**src/rtl/bfrb_pkg.sv**
```systemverilog
package bfrb_pkg;

   // Field widths of the item and result channels
   localparam int FUNC_W   = 3;
   localparam int DATA_W   = 8;
   localparam int LEN_W    = 7;
   localparam int OFS_W    = 10;
   localparam int STATUS_W = 2;
   localparam int PEND_W   = 10;

   // Defaults for the top-level parameters
   localparam int SLOTS_DEF    = 1024;
   localparam int MAX_READ_DEF = 64;

   // Command queue between front and back
   localparam int QUEUE_DEPTH = 2;
   localparam int QIDX_W      = $clog2(QUEUE_DEPTH);
   localparam int QCNT_W      = $clog2(QUEUE_DEPTH + 1);

   // Function codes on the request channel
   localparam logic [FUNC_W-1:0] FUNC_WRITE    = 3'd0;
   localparam logic [FUNC_W-1:0] FUNC_READ     = 3'd1;
   localparam logic [FUNC_W-1:0] FUNC_READ_OFS = 3'd2;
   localparam logic [FUNC_W-1:0] FUNC_COMMIT   = 3'd3;
   localparam logic [FUNC_W-1:0] FUNC_ROLLBACK = 3'd4;
   localparam logic [FUNC_W-1:0] FUNC_STATUS   = 3'd5;
   localparam logic [FUNC_W-1:0] FUNC_CLEAR    = 3'd6;

   // Status codes on the response channel
   localparam logic [STATUS_W-1:0] STATUS_OK       = 2'd0;
   localparam logic [STATUS_W-1:0] STATUS_FULL     = 2'd1;
   localparam logic [STATUS_W-1:0] STATUS_SHORT    = 2'd2;
   localparam logic [STATUS_W-1:0] STATUS_OFS_OVER = 2'd3;

   typedef enum logic [2:0] {
      OP_WRITE,
      OP_READ,
      OP_READ_OFS,
      OP_COMMIT,
      OP_ROLLBACK,
      OP_STATUS,
      OP_CLEAR
   } op_type;

   typedef struct packed {
      op_type              op;
      logic [DATA_W-1:0]   wr_data;
      logic [LEN_W-1:0]    rd_length;
      logic [OFS_W-1:0]    rd_offset;
   } cmd_type;

   typedef enum logic [1:0] {
      ST_IDLE,
      ST_CHECK,
      ST_READ
   } back_state_type;

endpackage

```
**src/rtl/bfrb_queue.sv**
```systemverilog
module bfrb_queue import bfrb_pkg::*; (
   input  logic      clock,
   input  logic      reset,
   input  logic      in_valid,
   input  cmd_type   in_cmd,
   output logic      in_ready,
   output logic      out_valid,
   output cmd_type   out_cmd,
   input  logic      out_pop
);

   localparam logic [QIDX_W-1:0] LAST_IDX = QIDX_W'(QUEUE_DEPTH - 1);
   localparam logic [QCNT_W-1:0] FULL_CNT = QCNT_W'(QUEUE_DEPTH);

   cmd_type             entry_ff [QUEUE_DEPTH];
   logic [QIDX_W-1:0]   head_ff, head_in;
   logic [QIDX_W-1:0]   tail_ff, tail_in;
   logic [QCNT_W-1:0]   count_ff, count_in;
   logic                push, pop;

   assign in_ready  = (count_ff != FULL_CNT);
   assign out_valid = (count_ff != '0);
   assign out_cmd   = entry_ff[head_ff];
   assign push      = in_valid && in_ready;
   assign pop       = out_valid && out_pop;

   always_comb begin
      head_in  = head_ff;
      tail_in  = tail_ff;
      count_in = count_ff;
      if (push) begin
         tail_in = (tail_ff == LAST_IDX) ? '0 : tail_ff + 1'b1;
      end
      if (pop) begin
         head_in = (head_ff == LAST_IDX) ? '0 : head_ff + 1'b1;
      end
      if (push && !pop) begin
         count_in = count_ff + 1'b1;
      end else if (pop && !push) begin
         count_in = count_ff - 1'b1;
      end
   end

   always_ff @(posedge clock) begin
      if (reset) begin
         head_ff  <= '0;
         tail_ff  <= '0;
         count_ff <= '0;
      end else begin
         head_ff  <= head_in;
         tail_ff  <= tail_in;
         count_ff <= count_in;
      end
   end

   always_ff @(posedge clock) begin
      if (push) begin
         entry_ff[tail_ff] <= in_cmd;
      end
   end

endmodule

```
**config.mk**
```make
export PLATFORM = sky130hd
export DESIGN_NAME = bfrb_queue
export DESIGN_NICKNAME = d
export VERILOG_FILES = /design/src/rtl/bfrb_pkg.sv /design/src/rtl/bfrb_queue.sv
export SDC_FILE = /design/constraint.sdc
export NUM_CORES = 1
export LEC_CHECK = 0
export BUFFER_PORTS_ARGS = -buffer_cell sky130_fd_sc_hd__buf_2
export CORE_MARGIN = 2
export CORE_UTILIZATION = 42
export DETAILED_ROUTE_END_ITERATION = 10
export GPL_ROUTABILITY_DRIVEN = 0
export HOLD_SLACK_MARGIN = 0.1
export PLACE_DENSITY = 0.73
export RECOVER_POWER = 50
export SLEW_MARGIN = 15
export SYNTH_ARGS = -nofsm -noshare
export SYNTH_HDL_FRONTEND = slang
export SYNTH_SLANG_ARGS = --single-unit
```
**constraint.sdc**
```tcl
create_clock -name clock -period 1.6 [get_ports clock]
set_input_delay 0.08 -clock clock [delete_from_list [all_inputs] [get_ports clock]]
set_output_delay 0.08 -clock clock [all_outputs]
set_load 0.05 [all_outputs]
```
# Yosys cells after proc, flatten, opt, wreduce, memory -nomap -nowiden
# Memories as Yosys holds them, arrays and structs flattened. A register that Yosys moved wholly into a read port is not among the register bits.
# Cells that the tools add are included.
[op_classes] n_eq_ne=1 n_addsub=4 reduce_logical=8 mul=0 n_div=0 bitwise=0 mux=8 shift=0 n_lt_le_gt_ge=0
[op_table] operator="$mux W1" count=6
[op_table] operator="$logic_and A1 B1 Y1" count=4
[op_table] operator="$mux W2" count=2
[op_table] operator="$reduce_bool A2 Y1" count=2
[op_table] operator="$add A1 B1 Y1 const B" count=2
[op_table] operator="$add A2 B1 Y2 const B" count=1
[op_table] operator="$logic_not A1 Y1" count=2
[op_table] operator="$ne A2 B2 Y1 const B" count=1
[op_table] operator="$sub A2 B1 Y2 const B" count=1
[word_totals] latch_bits=0 in_bits=32 out_inout_bits=30 word_cells=25 reg_bits=4 romBits=0 mem_count=1 ramBits=56
[mem_list] name="entry_ff" words=2 word_bits=28 read_ports=1 rd_ports_with_merged_regs=1 write_ports=1 line_no="bfrb_queue.sv:15" source="cmd_type entry_ff [QUEUE_DEPTH];"

# Depth between registers and ports, before layout
[logic_depth] ltp_word=6 depth_mapped=6 ltp_nobuf=6

# Least setup slack after synthesis
# Ideal clock, no wire load.
[synth_path] path_kind="register to register" from="register count_ff[0]" to="memory entry_ff[1][0] in the netlist's numbering, enable pin" setup_time_ps=387 path_buffers=0 arrival_ps=1722 slack_ps=-509 synth_period_minus_slack_ps=2109 stages_incl_launch_ff=3 t_required_ps=1213 path_cell_list="dfxtp_1 > nand2b_1 > and3_1"
[synth_via] elab_chain_cells=4
[synth_lines] item="start: declaration" line_no="bfrb_queue.sv:18" source="logic [QCNT_W-1:0] count_ff, count_in;"
[synth_lines] item="start signal: assignment" line_no="bfrb_queue.sv:52" source="count_ff <= count_in;"
[synth_lines] item="$ne A2 B2 Y1" line_no="bfrb_queue.sv:21" source="assign in_ready = (count_ff != FULL_CNT);"
[synth_lines] item="via in_ready" line_no="bfrb_queue.sv:6" source="output logic in_ready,"
[synth_lines] item="$logic_and A1 B1 Y1" line_no="bfrb_queue.sv:24" source="assign push = in_valid && in_ready;"
[synth_lines] item="$mux W1" line_no="bfrb_queue.sv:57" source="if (push) begin"
[synth_lines] item="$mux W1 (implied by the code)" line_no="bfrb_queue.sv:58" source="entry_ff[tail_ff] <= in_cmd;"
[synth_lines] item="end: declaration" line_no="bfrb_queue.sv:15"
# The timed path passes the listed nets, and every way through them passes these cells.

# Worst setup path after layout
[layout_path] from="register count_ff[0]" to="register count_ff[1]"
[layout_via] elab_chain_cells=5 word_cells_on_any_way=13 cone_classes="2 x add/sub; 1 x eq/ne; 2 x mux; 8 x reduce/logical"
[layout_lines] item="$ne A2 B2 Y1 (*)" line_no="bfrb_queue.sv:21"
[layout_lines] item="$logic_and A1 B1 Y1 (*)" line_no="bfrb_queue.sv:24"
[layout_lines] item="via push" line_no="bfrb_queue.sv:19" source="logic push, pop;"
[layout_lines] item="$logic_not A1 Y1" line_no="bfrb_queue.sv:39" source="end else if (pop && !push) begin"
[layout_lines] item="$logic_and A1 B1 Y1" line_no="bfrb_queue.sv:39"
[layout_lines] item="$reduce_bool A2 Y1 (no line)"
# Mark *: on every way through the listed nets, which the timed path passes. The rest lies on a longest branch. The select of a mux whose other input is x is not followed.
# A chain may end at the register's enable or synchronous reset.

==> results.md <==
* Largest net degree at the start of global routing at 19
* Die area at between 5000 and 6000 sq um
* Layout cells sized above 1 at 0.425
* Max FO, Critical Path at 5
* Unrepaired setup endpoints after global routing: yes
* Yosys reg bits at approximately 60
* Final Hold Fails at 0
* Clock power frac at 0.232
* Crit-path cells: nand2b_4, and2_1, ha_1, or3_1, a21oi_1
* Post-synth EDFFs at 56
* Core Area at around 5100 sq um
* PD cells at 1690 nW/um^2
* Dpl cell area at roughly 2700 sq um
* Fin nets at 249
* Kind of start point of the critical path: register
* Switching Fraction at 0.372
* Row cnt at 26
* Switching pwr at ~0.0020 W
* Clk_lat worst skew at roughly 0.32 ns
* DIE WIDTH at a little under 80 microns
* Comb power frac at 0.374
* TritonRoute pass-1 iters at 4
* Longest Clk Path Bufs at 2
* Antenna violations before repair at 0
* Critical path's slowest cell: or3_1
* Boundary Pins at 62
* Die height at approximately 77 microns
* Outcome: finished clean
* Leak Pwr at approximately 1.2 nW
* Vias in the first global route at around 1400
* Slew Viols, Final at 0
* Area Overhead vs Synth at 39.9%
* Grt total ovfl at 0
* CTS buffer count at 9
* Gate Count Post-Synth at 111
* Clock sink count at about 60
* Sequential share of the synthesized area at 0.796
* Syn Area/Cell at between 20 and 25 sq um
* Synth Flop Type: edfxtp_1
* Clock-pin slew on the worst setup and hold paths at 0.06 ns
* Slew at the pin with the worst max-slew slack at between 0.4 and 0.5 ns
* Syn_nets at roughly 140
* Final ANT Viol Nets at 0
* DRT iter0 DRCs at just over 60
* Clock tree from TritonCTS: done
* Headroom to the max-slew limit at 0.710
* PnR worst setup slack at roughly 0.084 ns
* Buffers plus inverters on the worst setup path at 0
* Placement Setup Slack at between 0.06 and 0.07 ns
* Initial Util at 0.436
* Total Power at 0.00530 W
* Total Routing Usage GR at 0.154
* Crit. End Element: register
* Avg Vias per Cell at between 4 and 5
* Via count at approximately 1300
* DP HPWL at 2.59 mm
* Required time of the critical path at 1.86 ns
* Pint at ~0.0033 W
* Async set-or-reset flop fraction in the synthesized netlist at 0
* Routed len/inst at 14.7 microns
* Diode count at 0
* Max-cap check violation count at 0
* Post-CTS setup buffer count at 0
* Met2 Usage GRT at 0.264
* Crit Path Category: reg -> reg
* Final WL at about 4.3 mm
* Worst min path class: in -> reg
* Final min period at between 1.5 and 2 ns
* PortBufs at 61
* Global-route wire length before repair at around 6.7 mm
* Post-Syn Area at roughly 2200 sq um
* Ys Warns at 0
* Fmax at roughly 0.66 GHz
* Final Cell Area at ~3100 sq um
* Busiest layer in global routing: met2
* DRC viols at 0
* Reg power frac at 0.394
* Met1 usage at 0.176
* CP delay by family, top: simple AND/OR/NAND/NOR gates
* Setup violations, final at 0
* H-tree lvl count at 3
* Setup_tns at 0 ns
* Post-route clock skew at about 0.0056 ns
* Met3 Use GR at 0.0647
* Worst path max stage delay at roughly 0.35 ns
* Clock Tree Root: clkbuf_8
* Worst endpoint data arrival time at 1.77 ns
* Final Cycle Share at 0.947
* Synth unique cells at 18
* Worst IR Drop VDD at 0.910 mV
[logic make-up (layout without fill, tap and decap cells)]
family / after synthesis / after routing / synth area share
xor+xnor: 3 / 3 / 0.0117
mux: 28 / 28 / 0.141
fa+ha+maj: 1 / 1 / 0.00559
simple gates: 9 / 9 / 0.0224
compound gates: 5 / 5 / 0.0134
flops: 61 / 61 / 0.796
buf+inv: 4 / 114 / 0.0106
[registers in the layout, indices dropped and copies added, names as in the netlist, named ones only]
name	flops
entry_ff	56
count_ff	2
head_ff	1
tail_ff	1
[final cells by class]
| class | count | area [sq um] |
|---|---|---|
| Inverter | 1 | 5.00 |
| Tap cell | 70 | 87.6 |
| Clock buffer | 9 | 124 |
| Clock inverter | 7 | 56.3 |
| Timing Repair Buffer | 97 | 633 |
| Sequential cell | 61 | 1790 |
| Multi-Input combinational cell | 46 | 443 |
| Fill cell | 421 | 2010 |
[power by group through the flow]
stage	registers, W	logic, W	clock network [W]
after detailed placement	0.00211	0.00193	0
after global routing	0.00211	0.00208	0.00134
after floorplan	0.00209	0.00151	0
after global placement	0.00209	0.00189	0
final	0.00209	0.00198	0.00123
after CTS	0.00208	0.00200	0.00127
[cell usage in the layout (no fill, tap or decap), drive strengths merged]
cell type / count
a21bo: 1
a21oi: 2
and2: 1
and3: 1
buf: 42
bufinv: 1
clkbuf: 34
clkinv: 6
clkinvlp: 1
dfxtp: 5
dlygate4sd3: 30
edfxtp: 56
ha: 1
mux2: 28
nand2b: 1
nand3b: 1
nor2: 3
o21ai: 2
or2: 1
or3: 1
xor2: 3
[path summary, 6_finish.rpt]
path | cells past startpoint | startpoint | to | slack, ns
max | 5 | count_ff[0] | count_ff[1] | 0.08
min reg2reg | 2 | head_ff | head_ff | 0.52
max reg2reg | 5 | count_ff[0] | count_ff[1] | 0.08
min | 4 | out_pop | head_ff | 0.20
[stage by stage]
stage	hold WS (ns)	util	std cells
2_1_floorplan	0.149	-	111
3_3_place_gp	0.268	0.522	245
3_5_place_dp	0.271	0.522	245
4_1_cts	0.181	0.616	291
5_1_grt	0.211	0.610	291
6_report	0.196	0.610	291
[per-layer routing]
metal,wire length [microns],vias up,share of wire
met5,0,-,0
met4,13,0,0.0030
met3,229,2,0.053
met2,2240,44,0.52
met1,1810,658,0.42
li1,-,644,-
[worst min-delay path: stages]
cell and delay, ns:
buf_2 0.10, o21ai_1 0.12, xor2_1 0.10, nor2_1 0.07
[timing repair]
action / in CTS / in global routing
endpoints found under the setup margin: 17 / 18
gates resized for setup: 1 / 7
pin swaps: 0 / 1
hold buffers: 30 / 0
hold endpoints to repair: 61 / 0
gates cloned: 0 / 0
[Yosys cell counts (2+ instances only)]
master / n / share of area
edfxtp_1: 56 / 0.75
xor2_1: 3 / 0.012
dfxtp_1: 5 / 0.045
nor2_1: 3 / 0.0050
mux2_2: 28 / 0.14
o21ai_0: 2 / 0.0045
a21oi_1: 2 / 0.0045
buf_4: 2 / 0.0067
Note: power is estimated with default switching activity, not from simulation.
