File: src/rtl/bfrb_pkg.sv
package bfrb_pkg;

   // Field widths of the item and result channels
   localparam int FUNC_W   = 3;
   localparam int DATA_W   = 8;
   localparam int LEN_W    = 7;
   localparam int OFS_W    = 10;
   localparam int STATUS_W = 2;
   localparam int PEND_W   = 10;

   // Defaults for the top-level parameters
   localparam int SLOTS_DEF    = 1024;
   localparam int MAX_READ_DEF = 64;

   // Command queue between front and back
   localparam int QUEUE_DEPTH = 2;
   localparam int QIDX_W      = $clog2(QUEUE_DEPTH);
   localparam int QCNT_W      = $clog2(QUEUE_DEPTH + 1);

   // Function codes on the request channel
   localparam logic [FUNC_W-1:0] FUNC_WRITE    = 3'd0;
   localparam logic [FUNC_W-1:0] FUNC_READ     = 3'd1;
   localparam logic [FUNC_W-1:0] FUNC_READ_OFS = 3'd2;
   localparam logic [FUNC_W-1:0] FUNC_COMMIT   = 3'd3;
   localparam logic [FUNC_W-1:0] FUNC_ROLLBACK = 3'd4;
   localparam logic [FUNC_W-1:0] FUNC_STATUS   = 3'd5;
   localparam logic [FUNC_W-1:0] FUNC_CLEAR    = 3'd6;

   // Status codes on the response channel
   localparam logic [STATUS_W-1:0] STATUS_OK       = 2'd0;
   localparam logic [STATUS_W-1:0] STATUS_FULL     = 2'd1;
   localparam logic [STATUS_W-1:0] STATUS_SHORT    = 2'd2;
   localparam logic [STATUS_W-1:0] STATUS_OFS_OVER = 2'd3;

   typedef enum logic [2:0] {
      OP_WRITE,
      OP_READ,
      OP_READ_OFS,
      OP_COMMIT,
      OP_ROLLBACK,
      OP_STATUS,
      OP_CLEAR
   } op_type;

   typedef struct packed {
      op_type              op;
      logic [DATA_W-1:0]   wr_data;
      logic [LEN_W-1:0]    rd_length;
      logic [OFS_W-1:0]    rd_offset;
   } cmd_type;

   typedef enum logic [1:0] {
      ST_IDLE,
      ST_CHECK,
      ST_READ
   } back_state_type;

endpackage

File: src/rtl/bfrb_if.sv
interface bfrb_req_if import bfrb_pkg::*; ();
   logic                valid;
   logic                ready;
   logic [FUNC_W-1:0]   func;
   logic [DATA_W-1:0]   wr_data;
   logic [LEN_W-1:0]    rd_length;
   logic [OFS_W-1:0]    rd_offset;

   modport source (output valid, output func, output wr_data, output rd_length,
                   output rd_offset, input ready);
   modport sink (input valid, input func, input wr_data, input rd_length,
                 input rd_offset, output ready);
endinterface


File: src/rtl/bfrb_front.sv
module bfrb_front import bfrb_pkg::*; #(
   parameter int MAX_READ = MAX_READ_DEF
) (
   bfrb_req_if.sink     req_ch,
   output logic         push_valid,
   output cmd_type      push_cmd,
   input  logic         push_ready
);

   localparam logic [LEN_W-1:0] MAX_LEN = LEN_W'(MAX_READ);

   op_type op;

   // Decode the function code; the unused code behaves as status
   always_comb begin
      unique case (req_ch.func)
         FUNC_WRITE:    op = OP_WRITE;
         FUNC_READ:     op = OP_READ;
         FUNC_READ_OFS: op = OP_READ_OFS;
         FUNC_COMMIT:   op = OP_COMMIT;
         FUNC_ROLLBACK: op = OP_ROLLBACK;
         FUNC_CLEAR:    op = OP_CLEAR;
         default:       op = OP_STATUS;
      endcase
   end

   always_comb begin
      push_cmd.op        = op;
      push_cmd.wr_data   = req_ch.wr_data;
      push_cmd.rd_offset = req_ch.rd_offset;
      // Saturate the read length
      push_cmd.rd_length = (req_ch.rd_length > MAX_LEN) ? MAX_LEN : req_ch.rd_length;
   end

   assign push_valid   = req_ch.valid;
   assign req_ch.ready = push_ready;

endmodule

File: src/flat_wrapper.sv
// flat-port wrapper written by rule: the top's interface ports become plain ports
module bfrb_front_flat import bfrb_pkg::*;
#(
   parameter int MAX_READ = MAX_READ_DEF
)
  (push_valid, push_cmd, push_ready, req_ch_valid, req_ch_func, req_ch_wr_data, req_ch_rd_length, req_ch_rd_offset, req_ch_ready);
  bfrb_req_if req_ch_i ();
  output logic push_valid;
  output cmd_type push_cmd;
  input  logic push_ready;
  input wire logic [$bits(req_ch_i.valid)-1:0] req_ch_valid;
  input wire logic [$bits(req_ch_i.func)-1:0] req_ch_func;
  input wire logic [$bits(req_ch_i.wr_data)-1:0] req_ch_wr_data;
  input wire logic [$bits(req_ch_i.rd_length)-1:0] req_ch_rd_length;
  input wire logic [$bits(req_ch_i.rd_offset)-1:0] req_ch_rd_offset;
  output wire logic [$bits(req_ch_i.ready)-1:0] req_ch_ready;
  assign req_ch_i.valid = req_ch_valid;
  assign req_ch_i.func = req_ch_func;
  assign req_ch_i.wr_data = req_ch_wr_data;
  assign req_ch_i.rd_length = req_ch_rd_length;
  assign req_ch_i.rd_offset = req_ch_rd_offset;
  assign req_ch_ready = req_ch_i.ready;
  bfrb_front #(.MAX_READ(MAX_READ)) u_core (.req_ch(req_ch_i), .push_valid(push_valid), .push_cmd(push_cmd), .push_ready(push_ready));
endmodule
File: config.mk
export PLATFORM = sky130hd
export DESIGN_NAME = bfrb_front_flat
export DESIGN_NICKNAME = d
export VERILOG_FILES = /design/src/rtl/bfrb_pkg.sv /design/src/rtl/bfrb_if.sv /design/src/rtl/bfrb_front.sv /design/src/flat_wrapper.sv
export SDC_FILE = /design/constraint.sdc
export NUM_CORES = 1
export LEC_CHECK = 0
export ABC_CLOCK_PERIOD_IN_PS = 800
export BUFFER_PORTS_ARGS = -buffer_cell sky130_fd_sc_hd__buf_4
export CORE_AREA = 10 10 47 49
export DETAILED_ROUTE_END_ITERATION = 8
export DIE_AREA = 0 0 57 59
export PLACE_DENSITY = 0.76
export SLEW_MARGIN = 5
export SYNTH_ARGS = -nofsm -noshare
export SYNTH_HDL_FRONTEND = slang
export SYNTH_SLANG_ARGS = --single-unit
File: constraint.sdc
create_clock -name vclk -period 0.8
set_input_delay 0.08 -clock vclk [all_inputs]
set_output_delay 0.08 -clock vclk [all_outputs]
set_load 0.05 [all_outputs]
=== After elaboration in Yosys (flattened, before gate mapping) ===
Index checks and enable logic that the tools add are counted.

* $add $sub $neg: 0
* Multipliers: 0
* Div/mod/pow operators: 0
* Magnitude comparators: 1
* Eq/ne operators: 5
* Shift-type cells: 0
* Muxes and demuxes: 2
* Bitwise logic cells: 0
* Reductions and logical operators: 1

{| class="wikitable"
|+ Operator list
! kind !! count
|-
| $pmux W3 S6 || 1
|-
| $gt A7 B7 Y1 const B || 1
|-
| $mux W7 || 1
|-
| $eq A3 B2 Y1 const B || 2
|-
| $eq A3 B3 Y1 const B || 2
|-
| $eq A3 B1 Y1 const B || 1
|-
| $logic_not A3 Y1 || 1
|}

* Flip-flop bits (word level): 0
* Latch bits: 0
* RAM bits: 0
* ROM bits: 0
* Logic and storage cells: 9
* Memories: 0

=== Depth between registers and ports, before layout ===
Gate-level depths: netlist (run 1).

* Word-level depth: 2
* Depth in mapped cells: 1
* Depth with buffers taken out: 1

=== Worst setup path after synthesis (run 1) ===
OpenSTA, ideal clock, no wires.

* Path kind: in2out
* Start: input port req_ch_func[1]
* End: output port push_cmd[26] (netlist name)
* Data arrival time: 1.219 ns
* Path slack: -0.499 ns
* Stages: 1
* Buffers on the path: 0
* Cells stage by stage: a21boi_0

* Cells in the longest elaborated chain, start to end: 2

{| class="wikitable"
|+ Ends and longest elaborated chain
! item !! RTL line !! text
|-
| start: declaration || flat_wrapper.sv:12 || <nowiki>input wire logic [$bits(req_ch_i.func)-1:0] req_ch_func;</nowiki>
|-
| $eq A3 B3 Y1 (tied with other cells) || bfrb_front.sv:16 || <nowiki>unique case (req_ch.func)</nowiki>
|-
| $pmux W3 S6 (*) || bfrb_front.sv:16 ||
|-
| end: declaration || flat_wrapper.sv:9 || <nowiki>output cmd_type push_cmd;</nowiki>
|}

Every way passes the cells marked *; elsewhere a longest branch is shown, timed or not.

==> flow_metrics.py, run 1 <==
metrics = {
    "global_routing": {
        "grt_pass1_wl_um": 945,
        "grt-ovfl-total": 0,
        "grt_pass1_vias": 173,
        "antenna_found_initial": 0,
        "grt_max_degree": 8,
        "grt_usage": 0.0330,
    },
    "synth": {
        "synth_area_um2": 206,
        "ys_seq_area_frac": 0,
        "syn-num-nets": 60,
        "synth_cell_types": 4,
        "yosys_warnings": 0,
        "syn_avg_cell_area_um2": 6.88,
        "synthCells": 30,
    },
    "cells_and_area": {
        "design_area_um2": 234,
        "area_delta_synth_final_pct": 13.3,
        "multi_input_area_um2": 63.8,
        "fillers": 165,
        "final_nets": 59,
        "diodes": 0,
        "design.seq.count": 0,
        "layout_common_cells": "buf_4, nor2b_2, a21boi_2",
        "stdcell_count": 43,
        "layout_commonest_cell": "buf_4",
        "final_layout_size_suffix_gt1_frac": 1.00,
        "n_clock_buffer": 0,
        "post-route-util": 0.167,
        "register_area_um2": 0,
    },
    "route": {
        "wl_per_cell_um": 14.7,
        "final_antenna_net_count": 0,
        "dr.pass1.iters": 2,
        "viasPerCell": 3.60,
        "drt_iter0_drc": 1,
        "vias": 155,
        "drc": 0,
        "routed_wl_um": 630,
    },
    "status": {
        "outcome": "finished, final reports clean",
    },
    "cts": {
        "cts_resized": 0,
        "cts_setup_buffers": 0,
        "hold_buffers": 0,
    },
    "timing": {
        "timing_hold_violations_final": 0,
        "finalSetupViolations": 0,
        "maxSlewViolCount": 0,
        "holdWs_ps": 160,
        "tightest_slew_ps": 153,
        "fin_setup_tns_ps": 0,
        "timing.fmax_ghz": 1.63,
        "fin_crit_ps": 613,
        "post-route-period-util": 0.767,
        "relSlewSlack": 0.899,
        "setup_ws_ps": 187,
        "rsz0062_at_grt": "false",
    },
    "flow_run": {
        "cap_violations": 0,
    },
    "setup_path": {
        "path_class": "in -> out",
        "crit_fanout": 7,
        "worst_setup_path_end_kind": "primary output",
        "critPathArrivalTime_ps": 530,
        "worstPathRequired_ps": 720,
        "startpoint_type": "primary input",
    },
    "die": {
        "core_area_um2": 1400,
        "initial_utilization": 0.147,
        "io_pins": 60,
        "die_area_um2": 3360,
        "die_w_um": 57,
        "die_h_um": 59,
        "num_rows": 14,
    },
    "power": {
        "leakage_nw": 0.121,
        "ir_drop_v": 0.000107,
        "powerDensity_nw_per_um2": 885,
        "total_power_mw": 0.207,
    },
    "placement": {
        "dp_slack_ps": 179,
        "placed_area_um2": 234,
        "hpwl_um": 568,
        "numPortBuffers": 20,
        "routabilityCongestion": 0.628,
        "dp.cells": 43,
    },
    "worst_hold_path": {
        "hold_path_class": "in -> out",
    },
}
Yosys cell counts:
cell type	instances	area [um^2]
buf_4	20	150
nor2b_1	6	37.5
clkbuf_1	3	11.3
a21boi_0	1	7.51
per-layer routing:
metal,part of all wire,vias to the layer above,track usage
met2,0.38,26,0.0465
li1,-,62,-
met1,0.35,59,0.0324
met5,0,-,0
met3,0.24,8,0.0300
met4,0.032,0,0.0168
area by class of cell:
cell class                      count  share of cell area
Timing Repair Buffer               20               0.642
Multi-Input combinational cell      7               0.273
Tap cell                           16              0.0856
power breakdown:
part           switching [mW]  leakage, nW  internal, mW  total, mW
combinational           0.128        0.121        0.0790      0.207
sequential                  0            0             0          0
clock                       0            0             0          0
worst paths after layout:
kind,startpoint,endpoint,cells past startpoint,slack [ps]
min,req_ch_wr_data[1],push_cmd[18],0,160
max,req_ch_rd_length[6],push_cmd[15],3,190
logic make-up (layout without fill, tap and decap cells):
group | count (synthesis) | after routing | share of synthesized area
AO/OA/AOI/OAI | 1 | 1 | 0.0364
buffers and inverters | 23 | 20 | 0.782
AND/OR/NAND/NOR | 6 | 6 | 0.182
worst max-delay path, stage by stage:
cell and delay, ps:
buf_4 150, nor2b_2 100, buf_4 200
Power figures use the tool's default switching activity.
==> run 2, diff against run 1 <==
--- a/config.mk
+++ b/config.mk
@@ -5,12 +5,13 @@
 export SDC_FILE = /design/constraint.sdc
 export NUM_CORES = 1
 export LEC_CHECK = 0
+export ABC_AREA = 1
 export ABC_CLOCK_PERIOD_IN_PS = 800
 export BUFFER_PORTS_ARGS = -buffer_cell sky130_fd_sc_hd__buf_4
 export CORE_AREA = 10 10 47 49
 export DETAILED_ROUTE_END_ITERATION = 8
 export DIE_AREA = 0 0 57 59
-export PLACE_DENSITY = 0.76
+export PLACE_DENSITY = 0.79
 export SLEW_MARGIN = 5
 export SYNTH_ARGS = -nofsm -noshare
 export SYNTH_HDL_FRONTEND = slang
==> run 2 against run 1 <==
Against the previous run:
- area after synthesis is 19% higher
- cell area up 43%
- hold slack stayed put
- non-clock buffer count unchanged
- combinational power increased by 24%
- sequential share of layout area unchanged
- count of clock-buffer cells in the layout unchanged
- die area stayed put
- wire length grew 17%
- total power is 24% higher
- via count is 28% higher
- global-route usage up 0.72 points
==> flow_metrics.py, run 2 <==
metrics = {
    "status": {
        "outcome": "finished, final reports clean",
    },
    "placement": {
        "placed_area_um2": 278,
        "dp_slack_ps": -64.3,
        "numPortBuffers": 20,
        "dp.cells": 53,
        "routabilityCongestion": 0.663,
        "hpwl_um": 643,
    },
    "cells_and_area": {
        "design.seq.count": 0,
        "fillers": 164,
        "final_layout_size_suffix_gt1_frac": 0.838,
        "area_delta_synth_final_pct": 35.5,
        "n_clock_buffer": 0,
        "design_area_um2": 334,
        "post-route-util": 0.238,
        "register_area_um2": 0,
        "layout_common_cells": "buf_4, buf_6, inv_1",
        "diodes": 0,
        "stdcell_count": 53,
        "final_nets": 69,
        "layout_commonest_cell": "buf_4",
    },
    "route": {
        "drc": 0,
        "vias": 199,
        "routed_wl_um": 735,
        "wl_per_cell_um": 13.9,
        "viasPerCell": 3.75,
        "dr.pass1.iters": 1,
        "drt_iter0_drc": 0,
        "final_antenna_net_count": 0,
    },
    "power": {
        "total_power_mw": 0.257,
        "pwr-share-comb": 1.000,
        "clkPwrFrac": 0,
        "power.internal_mw": 0.101,
        "switching_share": 0.607,
        "powerDensity_nw_per_um2": 769,
        "seqPwrFrac": 0,
        "leakage_nw": 0.164,
        "ir_drop_v": 0.000138,
        "p_sw_mw": 0.156,
    },
    "timing": {
        "maxSlewViolCount": 0,
        "fin_setup_tns_ps": 0,
        "holdWs_ps": 160,
        "tightest_slew_ps": 149,
        "timing_hold_violations_final": 0,
        "timing.fmax_ghz": 1.26,
        "rsz0062_at_grt": "true",
        "relSlewSlack": 0.901,
        "fin_crit_ps": 793,
        "finalSetupViolations": 0,
        "setup_ws_ps": 7.00,
        "post-route-period-util": 0.991,
    },
    "setup_path": {
        "critPathArrivalTime_ps": 710,
        "path_class": "in -> out",
        "max_stage_delay_ps": 170,
        "crit_slowest_cell": "buf_6",
        "startpoint_type": "primary input",
        "worst_setup_path_end_kind": "primary output",
        "worstPathRequired_ps": 720,
        "path_delay_family": "buffers and inverters",
        "crit_fanout": 3,
        "worst-path-buf-inv": 2,
        "path_cells": "buf_8 -> nor2_4 -> nand3_4 -> a21oi_2 -> buf_6",
    },
    "die": {
        "die_h_um": 59,
        "core_area_um2": 1400,
        "io_pins": 60,
        "num_rows": 14,
        "die_w_um": 57,
        "die_area_um2": 3360,
        "initial_utilization": 0.176,
    },
    "synth": {
        "yosys_warnings": 0,
        "ys_seq_area_frac": 0,
        "yosysTopAreaCellShare": 0.609,
        "yosysMostFrequentCell": "buf_4",
        "syn_avg_cell_area_um2": 6.16,
        "syn-num-nets": 70,
        "synth_area_um2": 246,
        "synth.top_cells.by_area": "buf_4, inv_1, nor2_2",
        "synth_cell_types": 8,
        "synthCells": 40,
        "synth_common_cells": "buf_4, inv_1",
        "synth.largest_area_cell": "buf_4",
    },
    "cts": {
        "cts_setup_buffers": 0,
        "hold_buffers": 0,
    },
    "global_routing": {
        "grt-ovfl-total": 0,
        "grt_usage": 0.0402,
        "antenna_found_initial": 0,
        "grt_pass1_vias": 204,
        "grt_pass1_wl_um": 1190,
        "grt_max_degree": 8,
    },
    "worst_hold_path": {
        "hold_path_class": "in -> out",
        "hp-start": "req_ch_rd_offset[0]",
        "holdPathStages": 0,
        "hold_path_end": "push_cmd[0]",
    },
    "flow_run": {
        "cap_violations": 0,
    },
}
==> run 2: cell count changes after synthesis <==
| cell | change |
|---|---|
| nor2_1 | +3 |
| nor2b_1 | -6 |
| a21oi_1 | +3 |
| nand3_2 | +1 |
| inv_1 | +6 |
| nor2_2 | +3 |
==> run 2: per-layer routing <==
layer	GRT usage	vias to the layer above	part of all wire
li1	-	90	-
met1	0.0333	89	0.22
met2	0.0729	18	0.57
met3	0.0343	2	0.20
met4	0.00671	0	0.0054
met5	0	-	0
==> run 2: what timing repair did <==
item	4_1_cts	5_1_grt
endpoints found under the setup margin	3	3
gates resized for setup	12	1
cloned	0	0
pin swaps	5	1
endpoints found under the hold margin	0	0
==> run 2: final cells by class <==
class	count	area [um^2]	share of cell area
multi-input cells	11	108	0.322
well taps	16	20.0	0.0599
inverters	6	22.5	0.0674
repair buffers	20	184	0.551
==> run 2: worst max path at each step <==
stage / from / end / cells after the start
after floorplan: req_ch_rd_length[4] / push_cmd[11] / 3
after global placement: req_ch_rd_length[0] / push_cmd[13] / 5
after detailed placement: req_ch_rd_length[0] / push_cmd[11] / 5
after CTS: req_ch_rd_length[5] / push_cmd[11] / 5
after global routing: req_ch_rd_length[5] / push_cmd[13] / 5
final: req_ch_rd_length[5] / push_cmd[13] / 5
==> run 2: power groups by stage <==
stage / Sequential, mW / Clock [mW] / Combinational, mW
after detailed placement: 0 / 0 / 0.230
after CTS: 0 / 0 / 0.258
after global placement: 0 / 0 / 0.228
final: 0 / 0 / 0.257
after global routing: 0 / 0 / 0.272
after floorplan: 0 / 0 / 0.404
==> run 2: cells by family after synthesis <==
kind of cell,Yosys count,share of synthesized area
AOI/OAI and AO/OA,4,0.0914
buffers and inverters,29,0.746
and+or+nand+nor,7,0.162
==> run 3, diff against run 2 <==
--- a/config.mk
+++ b/config.mk
@@ -6,12 +6,12 @@
 export NUM_CORES = 1
 export LEC_CHECK = 0
 export ABC_AREA = 1
-export ABC_CLOCK_PERIOD_IN_PS = 800
+export ABC_CLOCK_PERIOD_IN_PS = 810
 export BUFFER_PORTS_ARGS = -buffer_cell sky130_fd_sc_hd__buf_4
 export CORE_AREA = 10 10 47 49
 export DETAILED_ROUTE_END_ITERATION = 8
 export DIE_AREA = 0 0 57 59
-export PLACE_DENSITY = 0.79
+export PLACE_DENSITY = 0.7
 export SLEW_MARGIN = 5
 export SYNTH_ARGS = -nofsm -noshare
 export SYNTH_HDL_FRONTEND = slang
==> constraint.sdc (replaced) <==
create_clock -name vclk -period 0.81
set_input_delay 0.081 -clock vclk [all_inputs]
set_output_delay 0.081 -clock vclk [all_outputs]
set_load 0.05 [all_outputs]
==> run 3 against run 2 <==
Against the previous run:
- cell area up 1.1%
- utilization is 0.27 points higher
- via count grew 8.0%
- hold slack improved by 2.0 ps
- critical path type unchanged
==> flow_metrics.py, run 3 (same netlist as run 2, synthesis figures left out) <==
metrics = {
    "status": {
        "outcome": "finished, final reports clean",
    },
    "timing": {
        "holdWs_ps": 162,
        "rsz0062_at_grt": "true",
        "relSlewSlack": 0.900,
        "fin_crit_ps": 776,
        "timing_hold_violations_final": 0,
        "finalSetupViolations": 0,
        "timing.fmax_ghz": 1.29,
        "post-route-period-util": 0.958,
        "setup_ws_ps": 33.6,
        "tightest_slew_ps": 151,
        "maxSlewViolCount": 0,
    },
    "power": {
        "clkPwrFrac": 0,
        "leakage_nw": 0.167,
        "seqPwrFrac": 0,
        "ir_drop_v": 0.000159,
        "switching_share": 0.607,
        "p_sw_mw": 0.155,
        "powerDensity_nw_per_um2": 757,
        "power.internal_mw": 0.101,
        "total_power_mw": 0.256,
        "pwr-share-comb": 1.000,
    },
    "cells_and_area": {
        "layout_commonest_cell": "buf_4",
        "stdcell_count": 54,
        "layout_common_cells": "buf_4, buf_6, inv_1",
        "design_area_um2": 338,
        "fillers": 159,
        "diodes": 0,
        "final_layout_size_suffix_gt1_frac": 0.842,
        "register_area_um2": 0,
        "area_delta_synth_final_pct": 37.1,
        "n_clock_buffer": 0,
        "final_nets": 70,
        "design.seq.count": 0,
    },
    "route": {
        "met3_length_um": 149,
        "dr.pass1.iters": 2,
        "final_antenna_net_count": 0,
        "routed_wl_um": 730,
        "topRoutingLayerUsed": "met4",
        "dr_wl_met2_um": 310,
        "wl_per_cell_um": 13.5,
        "drc": 0,
        "drt_iter0_drc": 2,
        "m1WireLength_um": 227,
        "viasPerCell": 3.98,
        "vias": 215,
    },
    "placement": {
        "numPortBuffers": 20,
        "hpwl_um": 645,
        "placed_area_um2": 285,
        "dp.cells": 54,
        "routabilityCongestion": 0.616,
        "dp_slack_ps": -56.3,
    },
    "die": {
        "die_area_um2": 3360,
        "die_h_um": 59,
        "num_rows": 14,
        "die_w_um": 57,
        "io_pins": 60,
        "initial_utilization": 0.176,
        "core_area_um2": 1400,
    },
    "cts": {
        "hold_buffers": 0,
        "cts_setup_buffers": 0,
    },
    "setup_path": {
        "crit_fanout": 3,
        "startpoint_type": "primary input",
        "path_class": "in -> out",
        "worst_setup_path_end_kind": "primary output",
        "critPathArrivalTime_ps": 700,
        "worstPathRequired_ps": 730,
    },
    "global_routing": {
        "grt_max_degree": 8,
        "grt_pass1_vias": 253,
        "grt_pass1_wl_um": 1170,
        "antenna_found_initial": 0,
        "grt_usage": 0.0402,
        "grt-ovfl-total": 0,
    },
    "worst_hold_path": {
        "hold_path_class": "in -> out",
    },
    "flow_run": {
        "cap_violations": 0,
    },
}
## run 3: repair_timing
item | CTS | global route
pin swaps | 5 | 1
setup endpoints to repair | 3 | 3
gates resized for setup | 12 | 0
## run 3: worst paths after layout
kind                       startpoint           end  slack, ps  cells after the start
setup / recovery  req_ch_rd_length[1]  push_cmd[13]         30                      5
hold / removal    req_ch_rd_offset[8]   push_cmd[8]        160                      0
## run 3: layer usage
layer,GRT usage,vias to the layer above
met5,0,-
met4,0.0268,0
met3,0.0258,12
met2,0.0605,21
met1,0.0405,89
li1,-,93
## run 3: worst max-delay path, stage by stage
cell and delay (ps):
buf_6 100, nor2_4 110, nand3_4 90, a21oi_2 140
buf_6 170
## run 3: area by class of cell
class              instances  area, um^2  share of cell area
inverters                  6        22.5              0.0667
well taps                 16        20.0              0.0593
multi-input cells         11         108               0.319
repair buffers            21         188               0.556
## run 3: power groups by stage
stage / registers (mW) / clock network (mW) / logic, mW
finish: 0 / 0 / 0.256
floorplan: 0 / 0 / 0.399
global placement: 0 / 0 / 0.230
CTS: 0 / 0 / 0.259
global route: 0 / 0 / 0.271
detailed placement: 0 / 0 / 0.232
## run 3: through the flow
| stage | TNS, ps | util |
|---|---|---|
| 5_1_grt | -79.6 | 0.241 |
| 2_1_floorplan | -224 | - |
| 6_report | 0 | 0.241 |
| 3_3_place_gp | -94.6 | 0.204 |
| 3_5_place_dp | -153 | 0.204 |
| 4_1_cts | 0 | 0.241 |
